File: config.mk
export PLATFORM = sky130hd
export DESIGN_NAME = temperature_median_average_filter_top
export DESIGN_NICKNAME = d
export VERILOG_FILES = /design/src/rtl/core/tmaf_pkg.sv /design/src/rtl/core/tmaf_ctrl.sv /design/src/rtl/core/tmaf_div.sv /design/src/rtl/core/tmaf_dpath.sv /design/src/rtl/core/temperature_median_average_filter_top.sv
export SDC_FILE = /design/constraint.sdc
export NUM_CORES = 2
export LEC_CHECK = 0
export ABC_AREA = 1
export BUFFER_PORTS_ARGS = -buffer_cell sky130_fd_sc_hd__buf_2
export CAP_MARGIN = 30
export CORE_UTILIZATION = 64
export DETAILED_ROUTE_END_ITERATION = 16
export PLACE_DENSITY_LB_ADDON = 0.2
export SLEW_MARGIN = 40
export SYNTH_ARGS = -nofsm -noshare
export SYNTH_HDL_FRONTEND = slang
export SYNTH_SLANG_ARGS = --single-unit
File: constraint.sdc
create_clock -name clock -period 6.96 [get_ports clock]
set_input_delay 1.392 -clock clock [delete_from_list [all_inputs] [get_ports clock]]
set_output_delay 1.392 -clock clock [all_outputs]
set_load 0.02 [all_outputs]
File: src/rtl/core/tmaf_pkg.sv
`timescale 1ns / 1ps
`default_nettype none
// ----------------------------------------------------------------------------
// Temperature filter package
// Shared widths, register indexes, reset values and the controller commands.
// ----------------------------------------------------------------------------
package tmaf_pkg;

   localparam int WINDOW_MAX_DEFAULT = 16;

   localparam int SAMPLE_W   = 16;
   localparam int WLEN_W     = 5;
   localparam int THR_W      = 15;
   localparam int GAIN_W     = 9;
   localparam int CSR_ADDR_W = 3;
   localparam int CSR_DATA_W = 15;

   localparam logic [GAIN_W-1:0] GAIN_ONE = 9'd256;

   localparam logic [CSR_ADDR_W-1:0] CSR_WINDOW_LEN     = 3'd0;
   localparam logic [CSR_ADDR_W-1:0] CSR_MEDIAN_ENABLE  = 3'd1;
   localparam logic [CSR_ADDR_W-1:0] CSR_AVERAGE_ENABLE = 3'd2;
   localparam logic [CSR_ADDR_W-1:0] CSR_SMOOTH_ENABLE  = 3'd3;
   localparam logic [CSR_ADDR_W-1:0] CSR_JUMP_THRESHOLD = 3'd4;
   localparam logic [CSR_ADDR_W-1:0] CSR_GAIN_HIGH      = 3'd5;
   localparam logic [CSR_ADDR_W-1:0] CSR_GAIN_LOW       = 3'd6;

   typedef struct packed {
      logic [WLEN_W-1:0] window_len;
      logic              median_enable;
      logic              average_enable;
      logic              smooth_enable;
      logic [THR_W-1:0]  jump_threshold;
      logic [GAIN_W-1:0] gain_high;
      logic [GAIN_W-1:0] gain_low;
   } cfg_type;

   localparam cfg_type CFG_RESET = '{
      window_len:     5'd5,
      median_enable:  1'b1,
      average_enable: 1'b1,
      smooth_enable:  1'b1,
      jump_threshold: 15'd160,
      gain_high:      9'd230,
      gain_low:       9'd128
   };

   // One command word per cycle from the controller to the datapath
   typedef struct packed {
      logic load;       // capture the sample, arm the zero check
      logic rd_en;      // read both windows at rd_addr
      logic scan_chk;   // check the last median read for nonzero
      logic shift_wr;   // move the last read one entry down to wr_addr
      logic tail;       // write the newest entries, take the median
      logic div_start;  // start the average divide
      logic div_take;   // take the quotient
      logic diff;       // difference against the previous output
      logic mul;        // difference times gain
      logic add;        // previous output plus step
      logic out_load;   // load the result beat
   } cmd_type;

endpackage
`default_nettype wire

File: src/rtl/core/tmaf_ctrl.sv
`timescale 1ns / 1ps
`default_nettype none
// ----------------------------------------------------------------------------
// Temperature filter controller
// Sequences the window scan, the shift pass, the divide and the smoothing
// steps, and owns the handshake of both streams.
// ----------------------------------------------------------------------------
module tmaf_ctrl #(
   parameter int WINDOW_MAX = tmaf_pkg::WINDOW_MAX_DEFAULT
) (
   input  wire logic                              clock,
   input  wire logic                              reset,
   input  wire logic                              req_tvalid,
   input  wire logic                              rsp_tready,
   input  wire logic                              average_enable,
   input  wire logic [$clog2(WINDOW_MAX+1)-1:0]   n_used,
   input  wire logic                              div_done,
   output logic                                   req_tready,
   output logic                                   rsp_tvalid,
   output tmaf_pkg::cmd_type                      cmd,
   output logic [$clog2(WINDOW_MAX)-1:0]          rd_addr,
   output logic [$clog2(WINDOW_MAX)-1:0]          wr_addr
);
   import tmaf_pkg::*;

   localparam int NW = $clog2(WINDOW_MAX + 1);
   localparam int AW = $clog2(WINDOW_MAX);

   typedef enum logic [9:0] {
      S_IDLE   = 10'b00_0000_0001,
      S_SCAN   = 10'b00_0000_0010,
      S_SHIFT  = 10'b00_0000_0100,
      S_TAIL   = 10'b00_0000_1000,
      S_DSTART = 10'b00_0001_0000,
      S_DIV    = 10'b00_0010_0000,
      S_DIFF   = 10'b00_0100_0000,
      S_MUL    = 10'b00_1000_0000,
      S_ADD    = 10'b01_0000_0000,
      S_OUT    = 10'b10_0000_0000
   } state_type;

   state_type       state_ff, state_in;
   logic [NW-1:0]   cnt_ff, cnt_in;
   logic            rsp_valid_ff, rsp_valid_in;
   logic            cnt_end;
   logic [NW-1:0]   cnt_minus2;

   assign cnt_end    = (cnt_ff == n_used);
   assign cnt_minus2 = cnt_ff - NW'(2);
   assign rd_addr    = cnt_ff[AW-1:0];
   assign wr_addr    = cnt_minus2[AW-1:0];
   assign req_tready = (state_ff == S_IDLE);
   assign rsp_tvalid = rsp_valid_ff;

   always_comb begin
      state_in = state_ff;
      cnt_in   = cnt_ff;
      cmd      = '0;
      unique case (state_ff)
         S_IDLE: begin
            if (req_tvalid) begin
               cmd.load = 1'b1;
               cnt_in   = '0;
               state_in = S_SCAN;
            end
         end
         S_SCAN: begin
            cmd.rd_en    = !cnt_end;
            cmd.scan_chk = (cnt_ff != '0);
            if (cnt_end) begin
               cnt_in   = NW'(1);
               state_in = S_SHIFT;
            end else begin
               cnt_in = cnt_ff + NW'(1);
            end
         end
         S_SHIFT: begin
            // read entry cnt, write the previous read one entry lower
            cmd.rd_en    = !cnt_end;
            cmd.shift_wr = (cnt_ff > NW'(1));
            if (cnt_end) begin
               state_in = S_TAIL;
            end else begin
               cnt_in = cnt_ff + NW'(1);
            end
         end
         S_TAIL: begin
            cmd.tail = 1'b1;
            state_in = average_enable ? S_DSTART : S_DIFF;
         end
         S_DSTART: begin
            cmd.div_start = 1'b1;
            state_in      = S_DIV;
         end
         S_DIV: begin
            if (div_done) begin
               cmd.div_take = 1'b1;
               state_in     = S_DIFF;
            end
         end
         S_DIFF: begin
            cmd.diff = 1'b1;
            state_in = S_MUL;
         end
         S_MUL: begin
            cmd.mul  = 1'b1;
            state_in = S_ADD;
         end
         S_ADD: begin
            cmd.add  = 1'b1;
            state_in = S_OUT;
         end
         S_OUT: begin
            // hold until the output register is free
            if (!rsp_valid_ff || rsp_tready) begin
               cmd.out_load = 1'b1;
               state_in     = S_IDLE;
            end
         end
         default: begin
            state_in = S_IDLE;
         end
      endcase
   end

   always_comb begin
      if (cmd.out_load) begin
         rsp_valid_in = 1'b1;
      end else if (rsp_tready) begin
         rsp_valid_in = 1'b0;
      end else begin
         rsp_valid_in = rsp_valid_ff;
      end
   end

   always_ff @(posedge clock) begin
      if (reset) begin
         state_ff     <= S_IDLE;
         cnt_ff       <= '0;
         rsp_valid_ff <= 1'b0;
      end else begin
         state_ff     <= state_in;
         cnt_ff       <= cnt_in;
         rsp_valid_ff <= rsp_valid_in;
      end
   end

endmodule
`default_nettype wire

File: src/rtl/core/tmaf_div.sv
`timescale 1ns / 1ps
`default_nettype none
// ----------------------------------------------------------------------------
// Temperature filter divider
// Restoring divide of the signed window sum by the window length, one
// quotient bit per cycle, truncated toward zero.
// ----------------------------------------------------------------------------
module tmaf_div #(
   parameter int WINDOW_MAX = tmaf_pkg::WINDOW_MAX_DEFAULT
) (
   input  wire logic                                                 clock,
   input  wire logic                                                 reset,
   input  wire logic                                                 start,
   input  wire logic signed [tmaf_pkg::SAMPLE_W+$clog2(WINDOW_MAX)-1:0] dividend,
   input  wire logic [$clog2(WINDOW_MAX+1)-1:0]                      divisor,
   output logic                                                      done,
   output logic signed [tmaf_pkg::SAMPLE_W+$clog2(WINDOW_MAX)-1:0]   quotient
);
   import tmaf_pkg::*;

   localparam int SW = SAMPLE_W + $clog2(WINDOW_MAX);
   localparam int NW = $clog2(WINDOW_MAX + 1);
   localparam int CW = $clog2(SW + 1);

   logic [SW-1:0] quo_ff;
   logic [NW-1:0] rem_ff;
   logic [CW-1:0] cnt_ff;
   logic          busy_ff;
   logic          done_ff;
   logic          neg_ff;
   logic [SW-1:0] mag;
   logic [NW:0]   rem_sh;
   logic [NW:0]   rem_sub;
   logic          fits;

   assign mag     = dividend[SW-1] ? (~dividend) + SW'(1) : dividend;
   assign rem_sh  = {rem_ff, quo_ff[SW-1]};
   assign fits    = (rem_sh >= {1'b0, divisor});
   assign rem_sub = rem_sh - {1'b0, divisor};

   always_ff @(posedge clock) begin
      if (start) begin
         quo_ff <= mag;
         rem_ff <= '0;
         cnt_ff <= CW'(SW);
         neg_ff <= dividend[SW-1];
      end else if (busy_ff) begin
         quo_ff <= {quo_ff[SW-2:0], fits};
         rem_ff <= fits ? rem_sub[NW-1:0] : rem_sh[NW-1:0];
         cnt_ff <= cnt_ff - CW'(1);
      end
   end

   always_ff @(posedge clock) begin
      if (reset) begin
         busy_ff <= 1'b0;
         done_ff <= 1'b0;
      end else if (start) begin
         busy_ff <= 1'b1;
         done_ff <= 1'b0;
      end else if (busy_ff && cnt_ff == CW'(1)) begin
         busy_ff <= 1'b0;
         done_ff <= 1'b1;
      end
   end

   assign done     = done_ff;
   assign quotient = neg_ff ? -$signed(quo_ff) : $signed(quo_ff);

endmodule
`default_nettype wire

File: src/rtl/core/tmaf_dpath.sv
`timescale 1ns / 1ps
`default_nettype none
// ----------------------------------------------------------------------------
// Temperature filter datapath
// Median and average window memories, sum accumulator, median of three,
// divider and the adaptive smoothing arithmetic.
// ----------------------------------------------------------------------------
module tmaf_dpath #(
   parameter int WINDOW_MAX = tmaf_pkg::WINDOW_MAX_DEFAULT
) (
   input  wire logic                                   clock,
   input  wire logic                                   reset,
   input  wire tmaf_pkg::cmd_type                      cmd,
   input  wire logic [$clog2(WINDOW_MAX)-1:0]          rd_addr,
   input  wire logic [$clog2(WINDOW_MAX)-1:0]          wr_addr,
   input  wire tmaf_pkg::cfg_type                      cfg,
   input  wire logic [$clog2(WINDOW_MAX+1)-1:0]        n_used,
   input  wire logic signed [tmaf_pkg::SAMPLE_W-1:0]   sample,
   output logic                                        div_done,
   output logic signed [tmaf_pkg::SAMPLE_W-1:0]        filtered
);
   import tmaf_pkg::*;

   localparam int NW = $clog2(WINDOW_MAX + 1);
   localparam int AW = $clog2(WINDOW_MAX);
   localparam int SW = SAMPLE_W + $clog2(WINDOW_MAX);
   localparam int DW = SAMPLE_W + 1;
   localparam int PW = DW + GAIN_W + 1;

   function automatic logic signed [SAMPLE_W-1:0] med3(
      input logic signed [SAMPLE_W-1:0] a,
      input logic signed [SAMPLE_W-1:0] b,
      input logic signed [SAMPLE_W-1:0] c
   );
      logic signed [SAMPLE_W-1:0] m;
      if (a <= b && a <= c) begin
         m = (b <= c) ? b : c;
      end else if (b <= a && b <= c) begin
         m = (a <= c) ? a : c;
      end else begin
         m = (a <= b) ? a : b;
      end
      return m;
   endfunction

   // window memories; an entry never written reads as zero
   logic signed [SAMPLE_W-1:0] med_mem [WINDOW_MAX];
   logic signed [SAMPLE_W-1:0] avg_mem [WINDOW_MAX];
   logic [WINDOW_MAX-1:0]      med_vld_ff;
   logic [WINDOW_MAX-1:0]      avg_vld_ff;
   logic signed [SAMPLE_W-1:0] med_rd_ff, avg_rd_ff;
   logic                       med_rv_ff, avg_rv_ff;

   logic signed [SAMPLE_W-1:0] sample_ff;
   logic                       all_zero_ff;
   logic signed [SAMPLE_W-1:0] ta_ff, tb_ff;
   logic signed [SW-1:0]       sum_ff;
   logic signed [SAMPLE_W-1:0] value_ff;
   logic signed [DW-1:0]       d_ff;
   logic                       big_ff;
   logic signed [PW-1:0]       p_ff;
   logic signed [SAMPLE_W-1:0] result_ff;
   logic signed [SAMPLE_W-1:0] prev_ff;
   logic signed [SAMPLE_W-1:0] out_ff;

   logic signed [SAMPLE_W-1:0] med_old, avg_old, med_src, avg_src;
   logic signed [SAMPLE_W-1:0] v1;
   logic [NW-1:0]              n_m1;
   logic [AW-1:0]              wr_idx;
   logic                       med_we, avg_we;
   logic signed [SAMPLE_W-1:0] med_wdata, avg_wdata;
   logic signed [DW-1:0]       d_in;
   logic [DW-1:0]              mag_in;
   logic [GAIN_W-1:0]          gain_sel, gain_sat;
   logic signed [PW-1:0]       p_in;
   logic signed [SW-1:0]       div_quot;

   assign med_old = med_rv_ff ? med_rd_ff : '0;
   assign avg_old = avg_rv_ff ? avg_rd_ff : '0;
   // a fresh fill makes every old entry equal to the sample
   assign med_src = all_zero_ff ? sample_ff : med_old;
   assign avg_src = all_zero_ff ? sample_ff : avg_old;

   assign v1 = (cfg.median_enable && n_used >= NW'(3)) ?
               med3(ta_ff, tb_ff, sample_ff) : sample_ff;

   assign n_m1      = n_used - NW'(1);
   assign wr_idx    = cmd.tail ? n_m1[AW-1:0] : wr_addr;
   assign med_we    = (cmd.shift_wr || cmd.tail) && (all_zero_ff || cfg.median_enable);
   assign avg_we    = (cmd.shift_wr || cmd.tail) && (all_zero_ff || cfg.average_enable);
   assign med_wdata = cmd.tail ? sample_ff : med_src;
   assign avg_wdata = cmd.tail ? (cfg.average_enable ? v1 : sample_ff) : avg_src;

   always_ff @(posedge clock) begin
      if (med_we) begin
         med_mem[wr_idx] <= med_wdata;
      end
      if (avg_we) begin
         avg_mem[wr_idx] <= avg_wdata;
      end
      if (cmd.rd_en) begin
         med_rd_ff <= med_mem[rd_addr];
         avg_rd_ff <= avg_mem[rd_addr];
         med_rv_ff <= med_vld_ff[rd_addr];
         avg_rv_ff <= avg_vld_ff[rd_addr];
      end
   end

   always_ff @(posedge clock) begin
      if (reset) begin
         med_vld_ff <= '0;
         avg_vld_ff <= '0;
      end else begin
         if (med_we) begin
            med_vld_ff[wr_idx] <= 1'b1;
         end
         if (avg_we) begin
            avg_vld_ff[wr_idx] <= 1'b1;
         end
      end
   end

   tmaf_div #(
      .WINDOW_MAX (WINDOW_MAX)
   ) u_div (
      .clock    (clock),
      .reset    (reset),
      .start    (cmd.div_start),
      .dividend (sum_ff),
      .divisor  (n_used),
      .done     (div_done),
      .quotient (div_quot)
   );

   assign d_in     = {value_ff[SAMPLE_W-1], value_ff} - {prev_ff[SAMPLE_W-1], prev_ff};
   assign mag_in   = d_in[DW-1] ? -d_in : d_in;
   assign gain_sel = big_ff ? cfg.gain_high : cfg.gain_low;
   assign gain_sat = (gain_sel > GAIN_ONE) ? GAIN_ONE : gain_sel;
   assign p_in     = d_ff * $signed({1'b0, gain_sat});

   always_ff @(posedge clock) begin
      if (cmd.load) begin
         sample_ff <= sample;
         sum_ff    <= '0;
      end
      if (cmd.shift_wr) begin
         ta_ff  <= tb_ff;
         tb_ff  <= med_src;
         sum_ff <= sum_ff + SW'(avg_src);
      end
      if (cmd.tail) begin
         value_ff <= v1;
         sum_ff   <= sum_ff + SW'(v1);
      end
      if (cmd.div_take) begin
         value_ff <= div_quot[SAMPLE_W-1:0];
      end
      if (cmd.diff) begin
         d_ff   <= d_in;
         big_ff <= (mag_in > {{(DW-THR_W){1'b0}}, cfg.jump_threshold});
      end
      if (cmd.mul) begin
         p_ff <= p_in;
      end
      if (cmd.add) begin
         // arithmetic shift by 8 keeps the floor of the Q8 product
         result_ff <= cfg.smooth_enable ?
                      prev_ff + $signed(p_ff[SAMPLE_W+7:8]) : value_ff;
      end
      if (cmd.out_load) begin
         out_ff <= result_ff;
      end
   end

   always_ff @(posedge clock) begin
      if (reset) begin
         all_zero_ff <= 1'b1;
         prev_ff     <= '0;
      end else begin
         if (cmd.load) begin
            all_zero_ff <= 1'b1;
         end else if (cmd.scan_chk && med_old != '0) begin
            all_zero_ff <= 1'b0;
         end
         if (cmd.out_load) begin
            prev_ff <= result_ff;
         end
      end
   end

   assign filtered = out_ff;

endmodule
`default_nettype wire

File: src/rtl/core/temperature_median_average_filter_top.sv
`timescale 1ns / 1ps
`default_nettype none
// ----------------------------------------------------------------------------
// Temperature median / average filter
// Each beat on req carries one signed Q12.4 sample and yields exactly one
// filtered Q12.4 beat on rsp. Items are worked one at a time: a new sample
// is taken only once the last result is loaded, in the cycle after it.
// The time an item takes is set by the single read port of each window
// memory, which the zero scan and the shift pass walk one entry per cycle,
// and, when the average stage is on, by the bit-serial divider for the mean.
// A finished result waits in an output register, so the next sample is
// taken while rsp is stalled. Configuration registers are written through
// csr_we / csr_addr / csr_wdata; the user must write them only while the
// filter is idle, as the block itself does not enforce it.
// ----------------------------------------------------------------------------
module temperature_median_average_filter_top #(
   parameter int WINDOW_MAX = tmaf_pkg::WINDOW_MAX_DEFAULT
) (
   input  wire logic                               clock,
   input  wire logic                               reset,
   input  wire logic                               req_tvalid,
   output logic                                    req_tready,
   input  wire logic [15:0]                        req_tdata,   // [15:0] sample
   output logic                                    rsp_tvalid,
   input  wire logic                               rsp_tready,
   output logic [15:0]                             rsp_tdata,   // [15:0] filtered
   input  wire logic                               csr_we,
   input  wire logic [tmaf_pkg::CSR_ADDR_W-1:0]    csr_addr,
   input  wire logic [tmaf_pkg::CSR_DATA_W-1:0]    csr_wdata
);
   import tmaf_pkg::*;

   localparam int NW   = $clog2(WINDOW_MAX + 1);
   localparam int AW   = $clog2(WINDOW_MAX);
   localparam int CMPW = (NW > WLEN_W) ? NW : WLEN_W;

   cfg_type                    cfg_ff;
   logic [CMPW-1:0]            wlen_ext;
   logic [NW-1:0]              n_used;
   cmd_type                    cmd;
   logic [AW-1:0]              rd_addr, wr_addr;
   logic                       div_done;
   logic signed [SAMPLE_W-1:0] filtered;

   always_ff @(posedge clock) begin
      if (reset) begin
         cfg_ff <= CFG_RESET;
      end else if (csr_we) begin
         unique case (csr_addr)
            CSR_WINDOW_LEN:     cfg_ff.window_len     <= csr_wdata[WLEN_W-1:0];
            CSR_MEDIAN_ENABLE:  cfg_ff.median_enable  <= csr_wdata[0];
            CSR_AVERAGE_ENABLE: cfg_ff.average_enable <= csr_wdata[0];
            CSR_SMOOTH_ENABLE:  cfg_ff.smooth_enable  <= csr_wdata[0];
            CSR_JUMP_THRESHOLD: cfg_ff.jump_threshold <= csr_wdata[THR_W-1:0];
            CSR_GAIN_HIGH:      cfg_ff.gain_high      <= csr_wdata[GAIN_W-1:0];
            CSR_GAIN_LOW:       cfg_ff.gain_low       <= csr_wdata[GAIN_W-1:0];
            default: ;
         endcase
      end
   end

   // clamp the window length to 1..WINDOW_MAX
   assign wlen_ext = CMPW'(cfg_ff.window_len);
   always_comb begin
      if (wlen_ext == '0) begin
         n_used = NW'(1);
      end else if (wlen_ext > CMPW'(WINDOW_MAX)) begin
         n_used = NW'(WINDOW_MAX);
      end else begin
         n_used = NW'(wlen_ext);
      end
   end

   tmaf_ctrl #(
      .WINDOW_MAX (WINDOW_MAX)
   ) u_ctrl (
      .clock          (clock),
      .reset          (reset),
      .req_tvalid     (req_tvalid),
      .rsp_tready     (rsp_tready),
      .average_enable (cfg_ff.average_enable),
      .n_used         (n_used),
      .div_done       (div_done),
      .req_tready     (req_tready),
      .rsp_tvalid     (rsp_tvalid),
      .cmd            (cmd),
      .rd_addr        (rd_addr),
      .wr_addr        (wr_addr)
   );

   tmaf_dpath #(
      .WINDOW_MAX (WINDOW_MAX)
   ) u_dpath (
      .clock    (clock),
      .reset    (reset),
      .cmd      (cmd),
      .rd_addr  (rd_addr),
      .wr_addr  (wr_addr),
      .cfg      (cfg_ff),
      .n_used   (n_used),
      .sample   ($signed(req_tdata[SAMPLE_W-1:0])),
      .div_done (div_done),
      .filtered (filtered)
   );

   assign rsp_tdata = filtered;

   // an accepted sample takes the controller out of idle
   a_busy_after_accept: assert property (@(posedge clock) disable iff (reset)
      (req_tvalid && req_tready) |=> !req_tready)
      else $error("filter still ready right after taking a sample");

   // no result can come out in the cycle after a sample is taken
   a_no_instant_result: assert property (@(posedge clock) disable iff (reset)
      (req_tvalid && req_tready) |=> !$rose(rsp_tvalid))
      else $error("result raised right after a sample was taken");

   // the clamped window length stays within the window
   a_window_in_range: assert property (@(posedge clock) disable iff (reset)
      (req_tvalid && req_tready) |->
         (n_used != '0 && n_used <= NW'(WINDOW_MAX)))
      else $error("window length out of range");

endmodule
`default_nettype wire

Word level (Yosys, flattened, before mapping). Memories as Yosys holds them, arrays and structs flattened. A register that Yosys moved wholly into a read port is not among the register bits. Cells that the tools add are included.

Equal/unequal tests: 24. Reductions and logical operators: 36. Add/sub/neg operators: 12. Multipliers: 1. Bitwise logic cells: 3. Mux-type cells: 69. Magnitude comparators: 13.

Operator list (count): 16-bit two-way mux (17); 20-bit two-way mux (6); 10-bit case mux with 10 select lines (1); 16-bit <= comparator (4); 10-bit two-way mux (5); 20-bit by 16-bit adder with 20-bit output (2); 16-bit bitwise OR (2); 5-bit two-way mux (6); 1-bit two-way mux (25); 17-bit by 10-bit multiplier with 24-bit output (1); 20-bit by 2-bit adder with 20-bit output, second input constant (1); 20-bit inverter (1); 9-bit two-way mux (2); 17-bit by 15-bit > comparator with 1-bit output (1); 17-bit two-way mux (1); 17-bit negation (1); 16-bit by 16-bit subtractor with 17-bit output (1); 16-bit adder (1); 16-bit negation (1); 16-bit nonzero test (1); 5-bit case mux with 3 select lines (1); 2-bit AND reduction (7); 10-bit by 1-bit == test with 1-bit output, second input constant (1); 10-bit == test, second input constant (1); 42 further kinds (68).

Bits in writable memories: 512. Word-level logic and storage cells: 192. Memories: 2. Output and inout bits: 18. Bits of input ports: 39. Register bits after elaboration: 299.

Memory list: u_dpath.avg_mem (depth 16, bits a word 16, rd ports 1, clocked after Yosys merged registers in 1, wr ports 1, RTL line tmaf_dpath.sv:48) `logic signed [SAMPLE_W-1:0] avg_mem [WINDOW_MAX];`; u_dpath.med_mem (depth 16, bits a word 16, rd ports 1, clocked after Yosys merged registers in 1, wr ports 1, RTL line tmaf_dpath.sv:47) `logic signed [SAMPLE_W-1:0] med_mem [WINDOW_MAX];`.

Longest topological paths before layout.
Word-level depth: 10. Mapped depth: 37.

Cells and area by module. From an unflattened synthesis, not the netlist that was laid out.

Cell total of the unflattened synthesis: 4858. Area total of the unflattened synthesis: 46947.5 um^2.

By module, submodules not included: tmaf_dpath (cells each 3984, times used 1, area each 41004.3 um^2); tmaf_div (cells each 390, times used 1, area each 2712.6 um^2); temperature_median_average_filter_top (cells each 252, times used 1, area each 1711.6 um^2); tmaf_ctrl (cells each 232, times used 1, area each 1519.0 um^2).

Least setup slack after synthesis. OpenSTA, ideal clock, no wires.

Path type: register -> register. Start point: reg u_dpath.big_ff. End point: reg u_dpath.p_ff[21] (data pin). Data arrival time: 5806 ps. Data required time: 6698 ps. Stages on the path, launching flop included: 30. Setup time: 262 ps. Path buffers: 3. Path slack: 893 ps. Period minus slack after synthesis: 6067 ps. Cell sequence: edfxtp_1 -> buf_6 -> buf_6 -> nor2_2 -> a21oi_1 -> nor4_1 -> nand2_1 -> nand2_4 -> nand2_1 -> inv_1 -> clkbuf_1 -> nand2_1 -> fa_1 -> inv_1 -> fa_1 -> inv_1 -> fa_1 -> inv_1 -> fa_1 -> inv_1 -> fa_1 -> inv_1 -> ha_1 -> a21oi_1 -> inv_1 -> nor2_1 -> o221ai_1 -> a2111oi_0 -> o21ai_1 -> xor2_1.

Longest elaborated chain between the ends: 4.

RTL lines: start, declared (RTL line tmaf_dpath.sv:60) `logic big_ff;`; start signal, assigned (RTL line tmaf_dpath.sv:160) `big_ff <= (mag_in > {{(DW-THR_W){1'b0}}, cfg.jump_threshold});`; 9-bit two-way mux * (RTL line tmaf_dpath.sv:137) `assign gain_sel = big_ff ? cfg.gain_high : cfg.gain_low;`; 9-bit > comparator (RTL line tmaf_dpath.sv:138) `assign gain_sat = (gain_sel > GAIN_ONE) ? GAIN_ONE : gain_sel;`; 9-bit two-way mux * (RTL line tmaf_dpath.sv:138); 17-bit by 10-bit multiplier with 24-bit output * (RTL line tmaf_dpath.sv:139) `assign p_in = d_ff * $signed({1'b0, gain_sat});`; named net u_dpath.p_in[21] (RTL line tmaf_dpath.sv:75) `logic signed [PW-1:0] p_in;`; end signal, assigned (RTL line tmaf_dpath.sv:163) `p_ff <= p_in;`; end, declared (RTL line tmaf_dpath.sv:61) `logic signed [PW-1:0] p_ff;`.

The timed path passes the listed nets; every way through them passes the cells marked *. A chain may end at the register's enable or synchronous reset.

Worst setup path in the final report.
Start point: reg u_dpath.big_ff. End point: reg u_dpath.p_ff[23] (data pin).

Same word-level chain as after synthesis.

==> summary.txt <==
Clocking
  • CTS tree: built
  • Clk pin slew, worst setup/hold paths: 0.06 ns
  • Cts hold-fix bufs: 0
  • Clock buffer depth: 3
  • Root Buffer: clkbuf_16
  • CTS resizes: 0
  • Setup bufs post-CTS: 0
  • CTS Buf Count: 86
  • CTS H-tree depth: 3
  • Worst-Skew Late Latency: 0.68 ns
  • TritonCTS Sinks: 835

Synthesis
  • Synth warn: 0
  • Register area share after synthesis: 53.4%
  • Avg Synthesized Cell Area: 9.65 um^2
  • Post-Syn Area: 44,700 um^2
  • Synth top area cells: edfxtp_1, nand2_1, ha_1, fa_1, nor2_1
  • Ys flop type: edfxtp_1
  • Area leader, netlist: edfxtp_1
  • Share of the synthesized area in the top cell type: 48.1%
  • Synth Net Count: 4,999
  • Async SR Flop Fraction: 0%
  • Yosys reg bits: 835
  • Synth cell types: 60
  • Number of synthesized flops with an enable pin: 717
  • Cells after Synth: 4,639

Min path
  • Hold Crit Start: u_dpath.result_ff[8]
  • Hold EP: u_dpath.filtered[8]
  • Worst hold path class: flop to flop
  • Hold depth: 0

Placed design
  • IO buf count: 56
  • GP Congestion: 0.966
  • Placed cell areas: 46,300 um^2
  • Hpwl dp: 79,100 um

Die
  • Die X: 266 um
  • IO Pins: 57
  • Cell row count: 96
  • Die ar.: 71,000 um^2
  • Starting Density: 65.0%
  • Chip Height: 266 um
  • Core Region: 68,800 um^2

Critical path
  • Startpoint types: flop
  • Worst reg2reg path startpoint: u_dpath.big_ff
  • WP data arrival: 6.81 ns
  • Worst Path Max Fanout: 18
  • Required time worst endpoint: 7.33 ns
  • CP Class: flop to flop
  • R2R Setup Slk: 0.52 ns
  • Crit end category: flop
  • R2r endpoint: u_dpath.p_ff[23]
  • R2R cell count: 26

Final layout
  • NumNets Final: 5,054
  • Filler cells: 4,926
  • Most frequent cells in the layout: nand2_1, edfxtp_1, nor2_1
  • Diode count: 0
  • Layout area overhead: 10.1%
  • Fin area: 49,300 um^2
  • Most common cell after layout, fill and taps aside: nand2_1
  • Layout cells sized above 1: 8.42%

STA
  • Max-slew violations: 0
  • Fin crit share: 92.6%
  • RSZ-0062 raised after global routing: no
  • Clock Skews: 0.0553 ns
  • Slew Limit Headroom: 41.5%
  • Setup violators final: 0
  • Worst-Margin Slew: 0.874 ns
  • F_max: 155 MHz
  • Post-route setup TNS: 0 ns
  • Final Critical Period: 6.44 ns
  • Final hold violation count: 0

Global routing
  • Initial antenna violation count: 0
  • First-pass GRT wire length: 185,000 um
  • Largest net degree at the start of global routing: 219
  • Total gr overflow: 0
  • Vias in the first global route: 32,528
  • Total GRT Usage: 34.4%

Power
  • P_leak: 19.8 nW
  • Max IR drop VDD: 0.000243 V
  • Power per Cell Area: 306 nW/um^2

Detailed routing
  • DRT Wirelength: 121,000 um
  • Final ANT Viol Nets: 0
  • Post-DR wirelength/cell: 21.3 um
  • Initial DRC Count: 4,405
  • DRT Pass-1 Iters: 6
  • Via count: 34,569
  • Vias per inst: 6.07
  • DRC Markers: 0

Outcome
  • Outcome: finished, final reports clean

Job
  • # Max-Cap Violations: 0
## worst max-delay path by stage
stage	from	endpoint	slack [ns]
floorplan	u_dpath.big_ff	u_dpath.p_ff[21]	0.89
global placement	u_dpath.big_ff	u_dpath.p_ff[21]	0.55
detailed placement	u_dpath.big_ff	u_dpath.p_ff[23]	0.46
CTS	u_dpath.big_ff	u_dpath.p_ff[23]	0.42
global route	u_dpath.big_ff	u_dpath.p_ff[23]	0.05
finish	u_dpath.big_ff	u_dpath.p_ff[23]	0.52
## critical path, cell delays in order, from the launching register on
cell	delay, ns
edfxtp_1	0.41
buf_12	0.17
nand2_1	0.06
o21ai_1	0.11
nor4_1	0.32
nand2_1	0.14
nand2_4	0.12
nand2_1	0.11
inv_1	0.18
buf_4	0.21
nand2_1	0.08
fa_1	0.59
inv_1	0.15
fa_1	0.51
inv_1	0.06
fa_1	0.56
fa_1	0.45
fa_1	0.52
inv_1	0.05
ha_1	0.34
inv_1	0.15
nor3_1	0.07
nand2_1	0.07
inv_1	0.04
a2111oi_0	0.43
nand2_1	0.12
xor2_1	0.17
## flip-flops by register name (all words and copies together), names as in the netlist, 17 cells and up
register	count
u_dpath.sum_ff	20
u_dpath.med_mem	256
cfg_ff	36
u_dpath.u_div.quo_ff	20
u_dpath.avg_mem	256
u_dpath.d_ff	17
## synth_stat cells, types with 36 or more instances
cell type,n
xor2_1,72
clkbuf_1,147
o21ai_0,479
inv_1,461
a21oi_1,216
nand2_1,787
nand4_1,49
fa_1,121
nor3_1,36
nor2_1,642
o22ai_1,170
nand3_1,104
inv_2,39
ha_1,200
dfxtp_1,118
edfxtp_1,717
## logic make-up after synthesis
family          share of synthesized area [%]
compound gates                           12.5
xor+xnor                                 1.92
fa+ha+maj                                11.0
simple gates                             15.4
flops                                    53.4
buf+inv                                  5.85
## layer usage
layer / GRT usage (%) / part of all wire, % / up-vias
li1: - / - / 15980
met1: 47.2 / 39 / 16250
met2: 54.2 / 46 / 1997
met3: 5.27 / 10 / 342
met4: 15.8 / 4.6 / 0
met5: 0 / 0 / -
## metrics by stage
| step | setup WS (ns) | utilization (%) | hold slack, ns | total power, mW | instances |
|---|---|---|---|---|---|
| 3_3_place_gp | 0.554 | 67.2 | 0.432 | 10.2 | 5535 |
| 6_report | 0.518 | 71.6 | 0.450 | 15.1 | 5694 |
| 5_1_grt | 0.0456 | 71.6 | 0.468 | 15.7 | 5694 |
| 4_1_cts | 0.415 | 71.5 | 0.449 | 15.0 | 5692 |
| 2_1_floorplan | 0.893 | - | 0.424 | 9.05 | 4639 |
| 3_5_place_dp | 0.459 | 67.3 | 0.435 | 10.3 | 5535 |
## report_power, final
| group | switching (mW) | internal (mW) |
|---|---|---|
| clock network | 2.01 | 2.68 |
| registers | 0.244 | 5.86 |
| logic | 2.96 | 1.33 |
## layout make-up
type / count / area [um^2] / area share [%]
clock inverters: 45 / 597 / 1.21
clock buffers: 112 / 2310 / 4.69
repair buffers: 147 / 1020 / 2.07
inverters: 505 / 1910 / 3.87
multi-input cells: 3119 / 18400 / 37.3
flip-flops and latches: 835 / 23900 / 48.5
well taps: 931 / 1160 / 2.37
Note: power is estimated with default switching activity, not from simulation.
